==> config.mk <==
export PLATFORM = sky130hd
export DESIGN_NAME = debounced_multi_channel_pulse_counter
export DESIGN_NICKNAME = d
export VERILOG_FILES = /design/src/hdl/dmpc_pkg.sv /design/src/hdl/dmpc_unit.sv /design/src/hdl/debounced_multi_channel_pulse_counter.sv
export SDC_FILE = /design/constraint.sdc
export NUM_CORES = 1
export LEC_CHECK = 0
export BUFFER_PORTS_ARGS = -buffer_cell sky130_fd_sc_hd__buf_2
export CAP_MARGIN = 20
export CORE_MARGIN = 3
export CORE_UTILIZATION = 32
export DETAILED_ROUTE_END_ITERATION = 16
export GPL_ROUTABILITY_DRIVEN = 0
export GPL_TIMING_DRIVEN = 0
export MAX_ROUTING_LAYER = met4
export PLACE_DENSITY = 0.43
export SLEW_MARGIN = 25
export SYNTH_ARGS = -nofsm -noshare
export SYNTH_HDL_FRONTEND = slang
export SYNTH_HIERARCHICAL = 1
export SYNTH_SLANG_ARGS = --single-unit
==> constraint.sdc <==
create_clock -name clk_i -period 7.9 [get_ports clk_i]
set_input_delay 1.185 -clock clk_i [delete_from_list [all_inputs] [get_ports clk_i]]
set_output_delay 1.185 -clock clk_i [all_outputs]
set_load 0.1 [all_outputs]
==> src/hdl/dmpc_pkg.sv <==
// shared types and constants of the debounced multi-channel pulse counter
package dmpc_pkg;

  localparam int unsigned MaxChannels = 8;
  localparam int unsigned DefChannels = 6;
  localparam int unsigned ChanW       = 3;
  localparam int unsigned PinW        = 8;
  localparam int unsigned TickW       = 16;
  localparam int unsigned CountW      = 27;
  localparam int unsigned HalfW       = 16;
  localparam int unsigned OperandW    = 2 * HalfW;

  localparam logic [TickW-1:0]    DefDebounce = TickW'(20);
  localparam logic [OperandW-1:0] CountLimit  = OperandW'(100000000);
  localparam logic [HalfW-1:0]    HalfBlank   = '1;

  typedef enum logic [1:0] {
    KindTick = 2'd0,
    KindEdge = 2'd1,
    KindSet  = 2'd2,
    KindLoad = 2'd3
  } kind_e;

  typedef enum logic [1:0] {
    CauseCount = 2'd0,
    CauseSet   = 2'd1,
    CauseLoad  = 2'd2
  } cause_e;

endpackage

==> src/hdl/dmpc_unit.sv <==
// shared counter arithmetic: increment with wrap, set clamp, load rebuild and clamp
module dmpc_unit import dmpc_pkg::*; (
  input  kind_e              kind_i,
  input  logic [CountW-1:0]  cur_i,
  input  logic [CountW-1:0]  set_value_i,
  input  logic [HalfW-1:0]   load_high_i,
  input  logic [HalfW-1:0]   load_low_i,
  output logic [CountW-1:0]  res_o
);

  logic [OperandW-1:0] operand;
  logic [HalfW-1:0]    high_part;
  logic                over;

  always_comb begin
    high_part = (load_high_i == HalfBlank) ? '0 : load_high_i;
    case (kind_i)
      KindTick: operand = OperandW'(cur_i) + OperandW'(1);
      KindSet:  operand = OperandW'(set_value_i);
      KindLoad: operand = {high_part, load_low_i};
      default:  operand = OperandW'(cur_i);
    endcase
    over = operand > CountLimit;
    if (over) begin
      res_o = (kind_i == KindTick) ? '0 : CountW'(CountLimit);
    end else begin
      res_o = operand[CountW-1:0];
    end
  end

endmodule

==> src/hdl/debounced_multi_channel_pulse_counter.sv <==
// top level: per-channel debounce windows and counters scanned by one shared unit
//
//  channel | handshake                     | carries
//  in      | in_valid_i / in_stall_o       | kind, channel, pin levels, set value, load halves
//  out     | out_valid_o / out_stall_i     | channel, count and halves, high change, cause, last
//  cfg     | cfg_valid_i / cfg_ready_o     | debounce_ticks
//
//  an edge arms an unarmed window from idle; a set or load goes through StCalc and StEmit
//  a tick walks the channels one a cycle in StScan, leaving for StEmit at each
//  counted channel, where the shared unit's result is registered
//  reset clears all windows, counters and stored high halves; debounce_ticks is 20
//  a stalled output holds the scan until the output register is free
module debounced_multi_channel_pulse_counter import dmpc_pkg::*; #(
  parameter int unsigned CHANNELS = DefChannels
) (
  input  logic               clk_i,
  input  logic               rst_ni,
  input  logic               cfg_valid_i,
  output logic               cfg_ready_o,
  input  logic [TickW-1:0]   cfg_debounce_ticks_i,
  input  logic               in_valid_i,
  output logic               in_stall_o,
  input  logic [1:0]         kind_i,
  input  logic [ChanW-1:0]   channel_i,
  input  logic [PinW-1:0]    pin_levels_i,
  input  logic [CountW-1:0]  set_value_i,
  input  logic [HalfW-1:0]   load_high_i,
  input  logic [HalfW-1:0]   load_low_i,
  output logic               out_valid_o,
  input  logic               out_stall_i,
  output logic [ChanW-1:0]   out_channel_o,
  output logic [CountW-1:0]  count_o,
  output logic [HalfW-1:0]   count_high_o,
  output logic [HalfW-1:0]   count_low_o,
  output logic               high_changed_o,
  output logic [1:0]         cause_o,
  output logic               last_o
);

  localparam int unsigned IdxW = (CHANNELS > 1) ? $clog2(CHANNELS) : 1;
  localparam logic [IdxW-1:0] LastIdx = IdxW'(CHANNELS - 1);

  typedef enum logic [1:0] {
    StIdle,
    StScan,
    StCalc,
    StEmit
  } state_e;

  state_e              state_q;
  kind_e               kind_q;
  logic [IdxW-1:0]     idx_q;
  logic [CHANNELS-1:0] hit_q;
  logic [TickW-1:0]    debounce_q;
  logic [CountW-1:0]   set_q;
  logic [HalfW-1:0]    load_high_q;
  logic [HalfW-1:0]    load_low_q;
  logic [CountW-1:0]   res_q;

  logic                armed_q [CHANNELS];
  logic [TickW-1:0]    rem_q   [CHANNELS];
  logic [CountW-1:0]   cnt_q   [CHANNELS];
  logic [HalfW-1:0]    shigh_q [CHANNELS];

  logic                out_valid_q;
  logic [ChanW-1:0]    out_channel_q;
  logic [CountW-1:0]   count_q;
  logic                changed_q;
  cause_e              cause_q;
  logic                last_q;

  logic [CHANNELS-1:0] hit_d;
  logic [HalfW-1:0]    shigh_d [CHANNELS];
  logic                more_hits;
  logic                ch_ok;
  logic [IdxW-1:0]     ch_idx;
  logic [HalfW-1:0]    res_high;
  logic                changed;
  logic                out_free;
  logic                emit_last;
  logic [CountW-1:0]   unit_res;
  cause_e              cause_d;

  dmpc_unit u_unit (
    .kind_i      (kind_q),
    .cur_i       (cnt_q[idx_q]),
    .set_value_i (set_q),
    .load_high_i (load_high_q),
    .load_low_i  (load_low_q),
    .res_o       (unit_res)
  );

  assign in_stall_o  = (state_q != StIdle);
  assign cfg_ready_o = 1'b1;
  assign ch_ok       = {1'b0, channel_i} < (ChanW + 1)'(CHANNELS);
  assign ch_idx      = channel_i[IdxW-1:0];
  assign res_high    = HalfW'(res_q >> HalfW);
  assign changed     = res_high != shigh_q[idx_q];
  assign out_free    = !out_valid_q || !out_stall_i;
  assign emit_last   = (kind_q != KindTick) || !more_hits;

  always_comb begin
    more_hits = 1'b0;
    for (int j = 0; j < CHANNELS; j++) begin
      hit_d[j] = armed_q[j] && (rem_q[j] <= TickW'(1)) && !pin_levels_i[j];
      if (j > int'(idx_q) && hit_q[j]) begin
        more_hits = 1'b1;
      end
      if (j == int'(idx_q)) begin
        shigh_d[j] = res_high;
      end else begin
        shigh_d[j] = HalfW'(cnt_q[j] >> HalfW);
      end
    end
    case (kind_q)
      KindSet:  cause_d = CauseSet;
      KindLoad: cause_d = CauseLoad;
      default:  cause_d = CauseCount;
    endcase
  end

  always_ff @(posedge clk_i or negedge rst_ni) begin
    if (!rst_ni) begin
      state_q       <= StIdle;
      kind_q        <= KindTick;
      idx_q         <= '0;
      hit_q         <= '0;
      debounce_q    <= DefDebounce;
      set_q         <= '0;
      load_high_q   <= '0;
      load_low_q    <= '0;
      res_q         <= '0;
      out_valid_q   <= 1'b0;
      out_channel_q <= '0;
      count_q       <= '0;
      changed_q     <= 1'b0;
      cause_q       <= CauseCount;
      last_q        <= 1'b0;
      for (int j = 0; j < CHANNELS; j++) begin
        armed_q[j] <= 1'b0;
        rem_q[j]   <= '0;
        cnt_q[j]   <= '0;
        shigh_q[j] <= '0;
      end
    end else begin
      if (cfg_valid_i) begin
        debounce_q <= cfg_debounce_ticks_i;
      end
      if (state_q == StEmit && out_free) begin
        out_valid_q <= 1'b1;
      end else if (out_valid_q && !out_stall_i) begin
        out_valid_q <= 1'b0;
      end
      case (state_q)
        StIdle: begin
          if (in_valid_i) begin
            kind_q      <= kind_e'(kind_i);
            set_q       <= set_value_i;
            load_high_q <= load_high_i;
            load_low_q  <= load_low_i;
            case (kind_e'(kind_i))
              KindTick: begin
                hit_q   <= hit_d;
                idx_q   <= '0;
                state_q <= StScan;
              end
              KindEdge: begin
                if (ch_ok && !armed_q[ch_idx]) begin
                  armed_q[ch_idx] <= 1'b1;
                  rem_q[ch_idx]   <= debounce_q;
                end
              end
              KindSet: begin
                if (ch_ok) begin
                  idx_q   <= ch_idx;
                  state_q <= StCalc;
                end
              end
              KindLoad: begin
                if (ch_ok) begin
                  armed_q[ch_idx] <= 1'b0;
                  rem_q[ch_idx]   <= '0;
                  shigh_q[ch_idx] <= load_high_i;
                  idx_q           <= ch_idx;
                  state_q         <= StCalc;
                end
              end
              default: ;
            endcase
          end
        end
        StScan: begin
          if (armed_q[idx_q]) begin
            if (rem_q[idx_q] > TickW'(1)) begin
              rem_q[idx_q] <= rem_q[idx_q] - TickW'(1);
            end else begin
              armed_q[idx_q] <= 1'b0;
              rem_q[idx_q]   <= '0;
            end
          end
          if (hit_q[idx_q]) begin
            res_q   <= unit_res;
            state_q <= StEmit;
          end else if (idx_q == LastIdx) begin
            state_q <= StIdle;
          end else begin
            idx_q <= idx_q + IdxW'(1);
          end
        end
        StCalc: begin
          res_q   <= unit_res;
          state_q <= StEmit;
        end
        StEmit: begin
          if (out_free) begin
            cnt_q[idx_q] <= res_q;
            if (changed) begin
              for (int j = 0; j < CHANNELS; j++) begin
                shigh_q[j] <= shigh_d[j];
              end
            end
            out_channel_q <= ChanW'(idx_q);
            count_q       <= res_q;
            changed_q     <= changed;
            cause_q       <= cause_d;
            last_q        <= emit_last;
            if (kind_q != KindTick || idx_q == LastIdx) begin
              state_q <= StIdle;
            end else begin
              idx_q   <= idx_q + IdxW'(1);
              state_q <= StScan;
            end
          end
        end
        default: state_q <= StIdle;
      endcase
    end
  end

  assign out_valid_o    = out_valid_q;
  assign out_channel_o  = out_channel_q;
  assign count_o        = count_q;
  assign count_high_o   = HalfW'(count_q >> HalfW);
  assign count_low_o    = count_q[HalfW-1:0];
  assign high_changed_o = changed_q;
  assign cause_o        = cause_q;
  assign last_o         = last_q;

endmodule
# After elaboration in Yosys (flattened, before gate mapping)
# Cells that the tools add are included.
dict set report classes {
  n_mux 87
  n_eq_ne 33
  bitwise 11
  n_reduce_logical 56
  order_cmp 19
  addsub 3
}
# operator n
set ops {}
lappend ops {{two-way mux 96 bit} 10}
lappend ops {{one-hot mux 96 bit (2 select lines)} 3}
lappend ops {{bitwise mux 96 bit} 3}
lappend ops {{bitwise AND 96 bit} 2}
lappend ops {{inverter 96 bit} 2}
lappend ops {{bitwise mux 162 bit} 1}
lappend ops {{two-way mux 27 bit} 6}
lappend ops {{two-way mux 16 bit} 7}
lappend ops {{binary-select mux 16 bit (select 3 bit)} 2}
lappend ops {{demux 16 bit (select 3 bit)} 2}
lappend ops {{less-or-equal comparator 16 x 1 -> 1 bit (second input constant)} 6}
lappend ops {{one-hot mux 32 bit (3 select lines)} 1}
lappend ops {{binary-select mux 27 bit (select 3 bit)} 1}
lappend ops {{demux 27 bit (select 3 bit)} 1}
lappend ops {{two-way mux 11 bit} 6}
lappend ops {{one-hot mux 27 bit (2 select lines)} 1}
lappend ops {{greater-than comparator 32 x 27 -> 1 bit (second input constant)} 1}
lappend ops {{two-way mux 6 bit} 5}
lappend ops {{adder 27 x 1 -> 28 bit (second input constant)} 1}
lappend ops {{one-hot mux 6 bit (2 select lines)} 2}
lappend ops {{logical AND 1 bit} 22}
lappend ops {{!= test 2 bit (second input constant)} 10}
lappend ops {{two-way mux 3 bit} 6}
lappend ops {{equality test 16 bit (second input constant)} 1}
lappend ops {{other kinds (45)} 107}
dict set report word_totals {
  out_inout_bits 69
  ff_bits 510
}

# Longest topological paths before layout
# Gate-level depths: netlist (run 1).
dict set report depth {
  ltp_word 11
  mapped_depth 23
  ltp_nobuf 14
}

# By module
# The synthesis (run 1) kept the hierarchy.
# module area_each_um2 cells_each seq_area_each_um2 n_inst
set by_module_without_submodules {}
lappend by_module_without_submodules {debounced_multi_channel_pulse_counter 26310.2 2456 12764.7 1}
lappend by_module_without_submodules {dmpc_unit 1904.3 280 0.0 1}

# Worst setup path before layout (run 1)
# No wires, ideal clock.
dict set report synth_timing {
  path_type {flip-flop to flip-flop}
  from {register idx_q[0]}
  to {register res_q[16]}
  period_less_slack_ps 5474
  n_path_buf 9
  t_required_ps 7775
  arrival_time_ps 5350
  slack_ps 2426
  stages_incl_launch_ff 21
  cell_sequence {dfrtp_1 buf_4 buf_2 clkbuf_1 buf_1 buf_2 buf_1 clkbuf_1 a221oi_1 a21oi_1 nand4_1 or4_1 buf_2 nor4_2 o32ai_1 nand4bb_1 or4_4 nand3_1 buf_6 mux2_1 mux2_2}
}
dict set report synth_between {
  elab_chain_cells 10
}
# element line
set synth_rtl {}
lappend synth_rtl {{start: declaration} debounced_multi_channel_pulse_counter.sv:52} ;# logic [IdxW-1:0] idx_q;
lappend synth_rtl {{start signal: assignment} debounced_multi_channel_pulse_counter.sv:175} ;# idx_q <= ch_idx;
lappend synth_rtl {{start signal: assignment} debounced_multi_channel_pulse_counter.sv:184} ;# idx_q <= ch_idx;
lappend synth_rtl {{start signal: assignment} debounced_multi_channel_pulse_counter.sv:207} ;# idx_q <= idx_q + IdxW'(1);
lappend synth_rtl {{inverter 3 -> 4 bit (not written as such) *} debounced_multi_channel_pulse_counter.sv:86} ;# .cur_i (cnt_q[idx_q]),
lappend synth_rtl {{binary-select mux 27 bit (select 3 bit) *} debounced_multi_channel_pulse_counter.sv:86}
lappend synth_rtl {{two-way mux 27 bit (not written as such) * (2 in a row)} debounced_multi_channel_pulse_counter.sv:86}
lappend synth_rtl {{adder 27 x 1 -> 28 bit} dmpc_unit.sv:18} ;# KindTick: operand = OperandW'(cur_i) + OperandW'(1);
lappend synth_rtl {{one-hot mux 32 bit (3 select lines) *} dmpc_unit.sv:17} ;# case (kind_i)
lappend synth_rtl {{greater-than comparator 32 x 27 -> 1 bit} dmpc_unit.sv:23} ;# over = operand > CountLimit;
lappend synth_rtl {{two-way mux 27 bit *} dmpc_unit.sv:24} ;# if (over) begin
lappend synth_rtl {{net unit_res[16]} debounced_multi_channel_pulse_counter.sv:81} ;# logic [CountW-1:0] unit_res;
lappend synth_rtl {{two-way mux 27 bit} debounced_multi_channel_pulse_counter.sv:201} ;# if (hit_q[idx_q]) begin
lappend synth_rtl {{one-hot mux 27 bit (2 select lines) *} debounced_multi_channel_pulse_counter.sv:154} ;# case (state_q)
lappend synth_rtl {{end signal: assignment} debounced_multi_channel_pulse_counter.sv:202} ;# res_q <= unit_res;
lappend synth_rtl {{end signal: assignment} debounced_multi_channel_pulse_counter.sv:211} ;# res_q <= unit_res;
lappend synth_rtl {{end: declaration} debounced_multi_channel_pulse_counter.sv:58} ;# logic [CountW-1:0] res_q;
# The timed path passes the listed nets; every way through them passes the cells marked *. The select of a mux whose other input is x is not followed.
# A chain may end at the register's enable or synchronous reset.

# Worst setup path in the final report (run 1)
dict set report layout_timing {
  from {register idx_q[1]}
  to {register res_q[13]}
}
# The elaborated chain is that of the path after synthesis.

==> reports/results.md, run 1 <==
### Run status
* completed — run status

### Clock tree
* 510 — clk sinks
* 2 — Max H-tree Level
* sky130_fd_sc_hd__clkbuf_16 — clk root buf
* 0 — CTS Hold Buffers Added
* 0 — buffers inserted by post-CTS timing repair
* 0.67 ns — clock latency of the later-clocked register in the worst-skew pair
* 3 — number of buffers on the longest clock path
* 0.06 ns — post-CTS clock slew at the launch and capture registers of the worst setup and hold paths
* 61 — total clock buffers created by CTS
* built — TritonCTS clock tree

### STA
* 1.155 ns — actual slew at the worst max-slew pin
* 0 — hold violation count in the final report
* 0 — count of endpoints failing setup in the final report
* 0.03230 ns — Setup Skew
* 0 — count of final max-slew check failures
* false — unrepaired setup endpoints after global routing
* 97.09% — share of the clock period used by the worst path after layout
* 130.4 MHz — Max Freq
* 7.670 ns — Final min period
* 23.01% — worst max-slew margin expressed relative to the limit

### Route
* 3121 — number of DRC markers in iteration 0
* 8 — total iterations of the first detailed-routing run
* 25630 — vias after detailed routing
* 6.142 — number of vias per cell after detailed routing
* 0 — Remaining DRCs
* 129200 um — detailed-route wire length
* 30.97 um — average wire per standard cell
* 0 — antenna-violating nets left

### Setup path
* sky130_fd_sc_hd__buf_2 — library cell appearing most often on the critical path
* 0.83 ns — max incr delay on CP
* buf_2 > buf_2 > buf_2 > and3b_1 > clkbuf_1 > clkbuf_2 > a22oi_1 > nand3_1 > nand4_1 > nor4_2 > a41oi_1 > o22ai_1 > nand4bb_1 > or4_4 > nand3_1 > buf_6 > mux2i_1 > mux2_2 — critical path cell sequence
* res_q[13] — RR Endpoint
* register to register — type of the worst setup path
* 8.49 ns — critical path data required time
* 0.23 ns — reg-to-reg setup timing slack
* idx_q[1] — origin of the critical flop-to-flop path
* register — CP Capture Type
* register — nature of the critical path startpoint
* sky130_fd_sc_hd__clkbuf_1 — CP max stage cell
* 18 — Worst Reg-to-Reg Cells
* 8.26 ns — Data arrival, critical path
* 10 — maximum fanout along the worst path

### Logic synthesis
* 45.24% — sequential element share of the synthesized area
* 97 — Netlist cell types
* 10.31 um2 — Synth Area per Inst
* 100.0% — share of flip-flops with an asynchronous set or reset
* 6 — Warnings, synthesis
* 2736 — gate count after technology mapping
* 28210 um2 — post-synthesis instance area
* sky130_fd_sc_hd__dfrtp_1 — most frequently used flop master after synthesis
* 510 — Yosys reg bits
* 0 — number of enable flip-flop cells after synthesis

### Placed design
* 4053 — number of cells after detailed placement
* 95640 um — Detailed Place HPWL
* 151 — port buffer count

### Die
* 302.9 um — die extent in y
* 108 — Rows
* 162 — number of top-level pins
* 91770 um2 — Die Footprint
* 32.37% — starting density of the core
* 87160 um2 — Floorplan Core Area
* 302.9 um — width of the chip

### Run
* 0 — max cap viols

### Pwr
* 8.409 mW — net switching power
* 0.3897 mV — VDD IR-drop max
* 49.96% — fraction of power spent switching nets
* 509.3 nW/um2 — power per cell area
* 8.421 mW — Power Internal
* 28.4% — Reg power frac
* 19.2% — share of power burned in the clock network
* 13.93 nW — LEAKAGE
* 52.4% — Comb power frac

### Worst hold path
* primary input to asynchronous set/reset pin — Worst Hold Class

### Global route
* 0 — remaining global-route overflow
* 92 — maximum number of pins on one net before global-route repair
* 28.47% — Total GRT Usage
* 25240 — via count of the first global-routing pass
* 184500 um — global-route wire length before repair
* 4 — initial antenna violation count

### Final layout
* 4173 — Layout Cells excl Fill
* 37.91% — utilization after layout
* 17.11% — Area Overhead vs Synth
* 3062 — net total in the final layout
* sky130_fd_sc_hd__dfrtp_1 — most frequent standard cell in the layout excluding fill and tap cells
* sky130_fd_sc_hd__dfrtp_1 (508), sky130_fd_sc_hd__nand2_1 (350), sky130_fd_sc_hd__mux2_2 (298), sky130_fd_sc_hd__buf_2 (180), sky130_fd_sc_hd__clkbuf_1 (158) — commonest cells after routing, fill and taps aside
* 25.56% — proportion of layout cells with a drive suffix above 1

## state kept, by name (all words and copies together) (netlist names), named ones only
signal	count
set_q	27
high_changed_o	1
shigh_q	96
load_high_q	16
rem_q	96
debounce_q	16
cnt_q	162
out_channel_o	3
cause_o	2
res_q	27
load_low_q	16
count_o	27
last_o	1
idx_q	3
hit_q	6
state_q	2
out_valid_o	1
kind_q	2
## worst max-delay path by stage
| stage | startpoint | slack (ns) | to |
|---|---|---|---|
| finish | idx_q[1] | 0.23 | res_q[13] |
| global route | idx_q[0] | 0.04 | res_q[13] |
| CTS | idx_q[1] | 0.007 | res_q[13] |
| detailed placement | idx_q[1] | -0.90 | res_q[13] |
| global placement | rst_ni | -5.34 | load_low_q[11] |
| floorplan | idx_q[0] | 2.43 | res_q[16] |
## power by group through the flow
| stage | Combinational [mW] | Sequential (mW) | Clock [mW] |
|---|---|---|---|
| floorplan | 5.20 | 4.76 | 0 |
| global route | 9.18 | 4.88 | 3.38 |
| CTS | 8.61 | 4.74 | 3.28 |
| detailed placement | 8.58 | 4.77 | 0 |
| global placement | 8.46 | 4.74 | 0 |
| finish | 8.82 | 4.79 | 3.23 |
## stage by stage
step | setup slack, ns | hold slack, ns | setup TNS, ns | instance area (um2) | total power [mW]
after global placement | -5.338 | 0.4565 | -2687.19 | 30430 | 13.21
after floorplan | 2.426 | 0.4502 | 0 | 28230 | 9.960
final | 0.2299 | 0.4277 | 0 | 33040 | 16.83
after CTS | 0.007280 | 0.4205 | 0 | 33010 | 16.63
after detailed placement | -0.9006 | 0.4552 | -17.60 | 30680 | 13.35
after global routing | 0.03941 | 0.4333 | 0 | 33030 | 17.44
## critical path: cells and delay by family (launching register included)
family | cells | cell delay, ns
AO/OA/AOI/OAI | 3 | 0.67
buffers and inverters | 6 | 3.07
flip-flops | 1 | 0.46
multiplexers | 2 | 0.75
AND/OR/NAND/NOR | 7 | 2.61
## cells in the mapped netlist, drive strengths merged, types with 12 or more instances
cell type	n	area [um2]
a21o	21	157.7
a21oi	69	345.3
a221o	44	440.4
a221oi	30	262.8
a22o	35	306.5
a22oi	111	833.3
a31oi	27	183.9
a32o	36	360.4
and2	18	112.6
buf	87	541.8
clkbuf	163	611.8
dfrtp	508	12710
inv	15	56.30
mux2	301	3390
mux2i	104	1041
nand2	354	1344
nand2b	12	75.07
nand3	108	553.0
nand4	27	168.9
nor2	115	441.7
nor3	35	180.2
nor4	23	150.1
o21a	12	90.09
o21ai	164	820.8
o221a	66	743.2
o2bb2ai	13	113.9
o32ai	21	183.9
or4	16	123.9
xnor2	15	131.4
xor2	14	122.6
## layout make-up
cell class                 count  area (um2)
antenna                        5       12.51
buffer                       250        1180
clock buffer                  74        1685
clock inverter                41       609.3
fill                        8722       54120
inverter                      16       60.06
multi-input combinational   1964       14340
sequential                   510       12760
tap                         1155        1445
timing repair buffer         158       942.2
## cell families after synthesis
family | Yosys count | synth area share [%]
and+or+nand+nor | 774 | 12.89
xor gates and xnor gates | 29 | 0.9002
other | 2 | 0.02662
buffers and inverters | 266 | 4.302
muxes | 416 | 16.58
AOI/OAI and AO/OA | 731 | 19.70
DFF | 510 | 45.24
adders and majority gates | 8 | 0.3548
## routing by layer
| metal | part of all wire (%) | routed length (um) | GRT usage [%] |
|---|---|---|---|
| met1 | 42 | 53850 | 37.68 |
| met2 | 45 | 57510 | 42.73 |
| met3 | 8.7 | 11300 | 5.095 |
| met4 | 5.1 | 6562 | 12.47 |
| met5 | 0 | 0 | - |
## timing repair
action                                  in CTS  in global routing
endpoints found under the setup margin      26                 25
pin swaps                                    0                  1
cloned                                       0                  0
resized for setup                            9                  8
Note: power is estimated with default switching activity, not from simulation.
==> run 2, diff against run 1 <==
Settings changed: CELL_PAD_IN_SITES_DETAIL_PLACEMENT set to 1, CELL_PAD_IN_SITES_GLOBAL_PLACEMENT set to 1, PLACE_DENSITY 0.43 to 0.53.
==> run 2 against run 1 <==
Sequential cell count unchanged. Cell count about the same. Worst hold slack worse by 0.0098 ns. Register-to-register slack got worse by 0.07 ns.
==> reports/results.md, run 2 (synthesis results as in run 1) <==
### Run status
* completed — run status

### Die
* 32.37% — starting density of the core
* 91770 um2 — Die Footprint
* 302.9 um — width of the chip
* 108 — Rows
* 87160 um2 — Floorplan Core Area
* 162 — number of top-level pins
* 302.9 um — die extent in y

### Final layout
* 37.88% — utilization after layout
* 3067 — net total in the final layout
* sky130_fd_sc_hd__dfrtp_1 — most frequent standard cell in the layout excluding fill and tap cells
* cnt_q: 162 flops, rem_q: 96 flops, shigh_q: 96 flops — largest registers
* cnt_q — Biggest register
* 162 — Largest register FFs
* sky130_fd_sc_hd__dfrtp_1 (508), sky130_fd_sc_hd__nand2_1 (350), sky130_fd_sc_hd__mux2_2 (298), sky130_fd_sc_hd__buf_2 (181), sky130_fd_sc_hd__clkbuf_1 (170) — commonest cells after routing, fill and taps aside
* 33020 um2 — Finished Cell Area
* 17.02% — Area Overhead vs Synth
* 4170 — Layout Cells excl Fill
* 9708 — fill cell total of the finished layout
* 14380 um2 — area of the multi-input gates
* 12760 um2 — register area
* 25.20% — proportion of layout cells with a drive suffix above 1

### Clock tree
* 3 — number of buffers on the longest clock path
* 0 — CTS Hold Buffers Added
* built — TritonCTS clock tree
* 3 — Max H-tree Level
* 66 — total clock buffers created by CTS
* sky130_fd_sc_hd__clkbuf_16 — clk root buf
* 510 — clk sinks
* 0.06 ns — post-CTS clock slew at the launch and capture registers of the worst setup and hold paths
* 0.62 ns — clock latency of the later-clocked register in the worst-skew pair

### STA
* 0.1645 ns — least setup slack across all paths after layout
* 0.4179 ns — worst hold margin
* false — unrepaired setup endpoints after global routing
* 0 — count of final max-slew check failures
* 0 — count of endpoints failing setup in the final report
* 129.3 MHz — Max Freq
* 0 — hold violation count in the final report
* 0.02626 ns — Setup Skew
* 0 ns — Setup Total Neg Slack
* 1.133 ns — actual slew at the worst max-slew pin
* 97.92% — share of the clock period used by the worst path after layout
* 24.20% — worst max-slew margin expressed relative to the limit
* 7.735 ns — Final min period

### Route
* 0 — antenna-violating nets left
* 5 — total iterations of the first detailed-routing run
* 32.55 um — average wire per standard cell
* 6.176 — number of vias per cell after detailed routing
* 135700 um — detailed-route wire length
* 2649 — number of DRC markers in iteration 0
* 0 — Remaining DRCs
* 25760 — vias after detailed routing

### Global route
* 8 — initial antenna violation count
* 93 — maximum number of pins on one net before global-route repair
* 26830 — via count of the first global-routing pass
* 0 — remaining global-route overflow
* 30.25% — Total GRT Usage
* 196100 um — global-route wire length before repair

### Setup path
* sky130_fd_sc_hd__buf_2 — library cell appearing most often on the critical path
* idx_q[1] — origin of the critical flop-to-flop path
* 8.41 ns — critical path data required time
* 0.16 ns — reg-to-reg setup timing slack
* register to register — type of the worst setup path
* sky130_fd_sc_hd__clkdlybuf4s15_1 — CP max stage cell
* buf_2 > clkbuf_4 > buf_1 > nor3b_1 > clkdlybuf4s15_1 > clkbuf_2 > a22oi_1 > nand3_1 > nand4_1 > buf_2 > buf_2 > o31a_1 > o31ai_1 > and4_1 > nand4_1 > or4_4 > nand3_1 > buf_6 > mux2_1 > mux2_2 — critical path cell sequence
* 20 — Worst Reg-to-Reg Cells
* 0.82 ns — max incr delay on CP
* 8.24 ns — Data arrival, critical path
* res_q[21] — RR Endpoint
* register — nature of the critical path startpoint
* register — CP Capture Type
* 10 — maximum fanout along the worst path

### Placed design
* 30700 um2 — placed inst area
* 100200 um — Detailed Place HPWL
* -0.9300 ns — post-placement setup slack
* 4053 — number of cells after detailed placement
* 151 — port buffer count

### Pwr
* 514.6 nW/um2 — power per cell area
* 0.3298 mV — VDD IR-drop max
* 16.99 mW — Pwr Total
* 13.96 nW — LEAKAGE

### Worst hold path
* primary input to asynchronous set/reset pin — Worst Hold Class

### Run
* 0 — max cap viols

==> run 2: changes by cell type in the layout (fill, tap and decap cells not counted), sizes merged <==
| cell | change |
|---|---|
| clkbuf | +21 |
| clkinv | -10 |
| clkinvlp | -8 |
| bufinv | -7 |
| diode | -2 |
| buf | +1 |
| clkdlybuf4s15 | +1 |
| inv | +1 |
==> run 2: how the worst max path moves through the flow <==
| stage | from | end | depth (start not counted) |
|---|---|---|---|
| after floorplan | idx_q[0] | res_q[16] | 20 |
| after global placement | rst_ni | load_high_q[1] | 1 |
| after detailed placement | idx_q[1] | res_q[21] | 21 |
| after CTS | idx_q[1] | res_q[21] | 21 |
| after global routing | idx_q[1] | res_q[21] | 21 |
| final | idx_q[1] | res_q[21] | 20 |
==> run 2: power by group <==
| group | internal, mW | switching, mW | leakage [nW] |
|---|---|---|---|
| Sequential | 3.65 | 1.16 | 6.52 |
| Clock | 1.89 | 1.27 | 1.09 |
| Combinational | 2.84 | 6.19 | 6.34 |
| Total | 8.38 | 8.61 | 14.0 |
==> run 2: per-layer routing <==
metal  wire [um]  part of all wire, %  vias up  GRT usage, %
li1            -                    -    10760             -
met3       11140                  8.2      307         6.025
met5           0                    0        -             -
met1       56670                   42    13410         39.17
met2       62230                   46     1272         46.67
met4        5705                  4.2        0         11.81
==> run 2: timing repair <==
| action | CTS | global route |
|---|---|---|
| pin swaps | 1 | 0 |
| setup buffers | 0 | 0 |
| gates resized for setup | 11 | 12 |
| hold endpoints to repair | 0 | 0 |
| endpoints found under the setup margin | 26 | 25 |
==> run 2: worst max-delay path: cells and delay by family, from the launching register on <==
family	cells	cell delay (ns)
AND/OR/NAND/NOR	7	2.33
flip-flops	1	0.49
AO/OA/AOI/OAI	3	0.90
buffers and inverters	8	3.20
multiplexers	2	0.64
==> run 2: cell type report <==
| type | instances | share of cell area, % |
|---|---|---|
| diodes | 3 | 0.02274 |
| plain buffers | 250 | 3.596 |
| clock buffers | 97 | 5.783 |
| clock inverters | 17 | 0.9815 |
| inverters | 16 | 0.1819 |
| multi-input cells | 1964 | 43.55 |
| flip-flops and latches | 510 | 38.66 |
| well taps | 1155 | 4.377 |
| repair buffers | 158 | 2.842 |
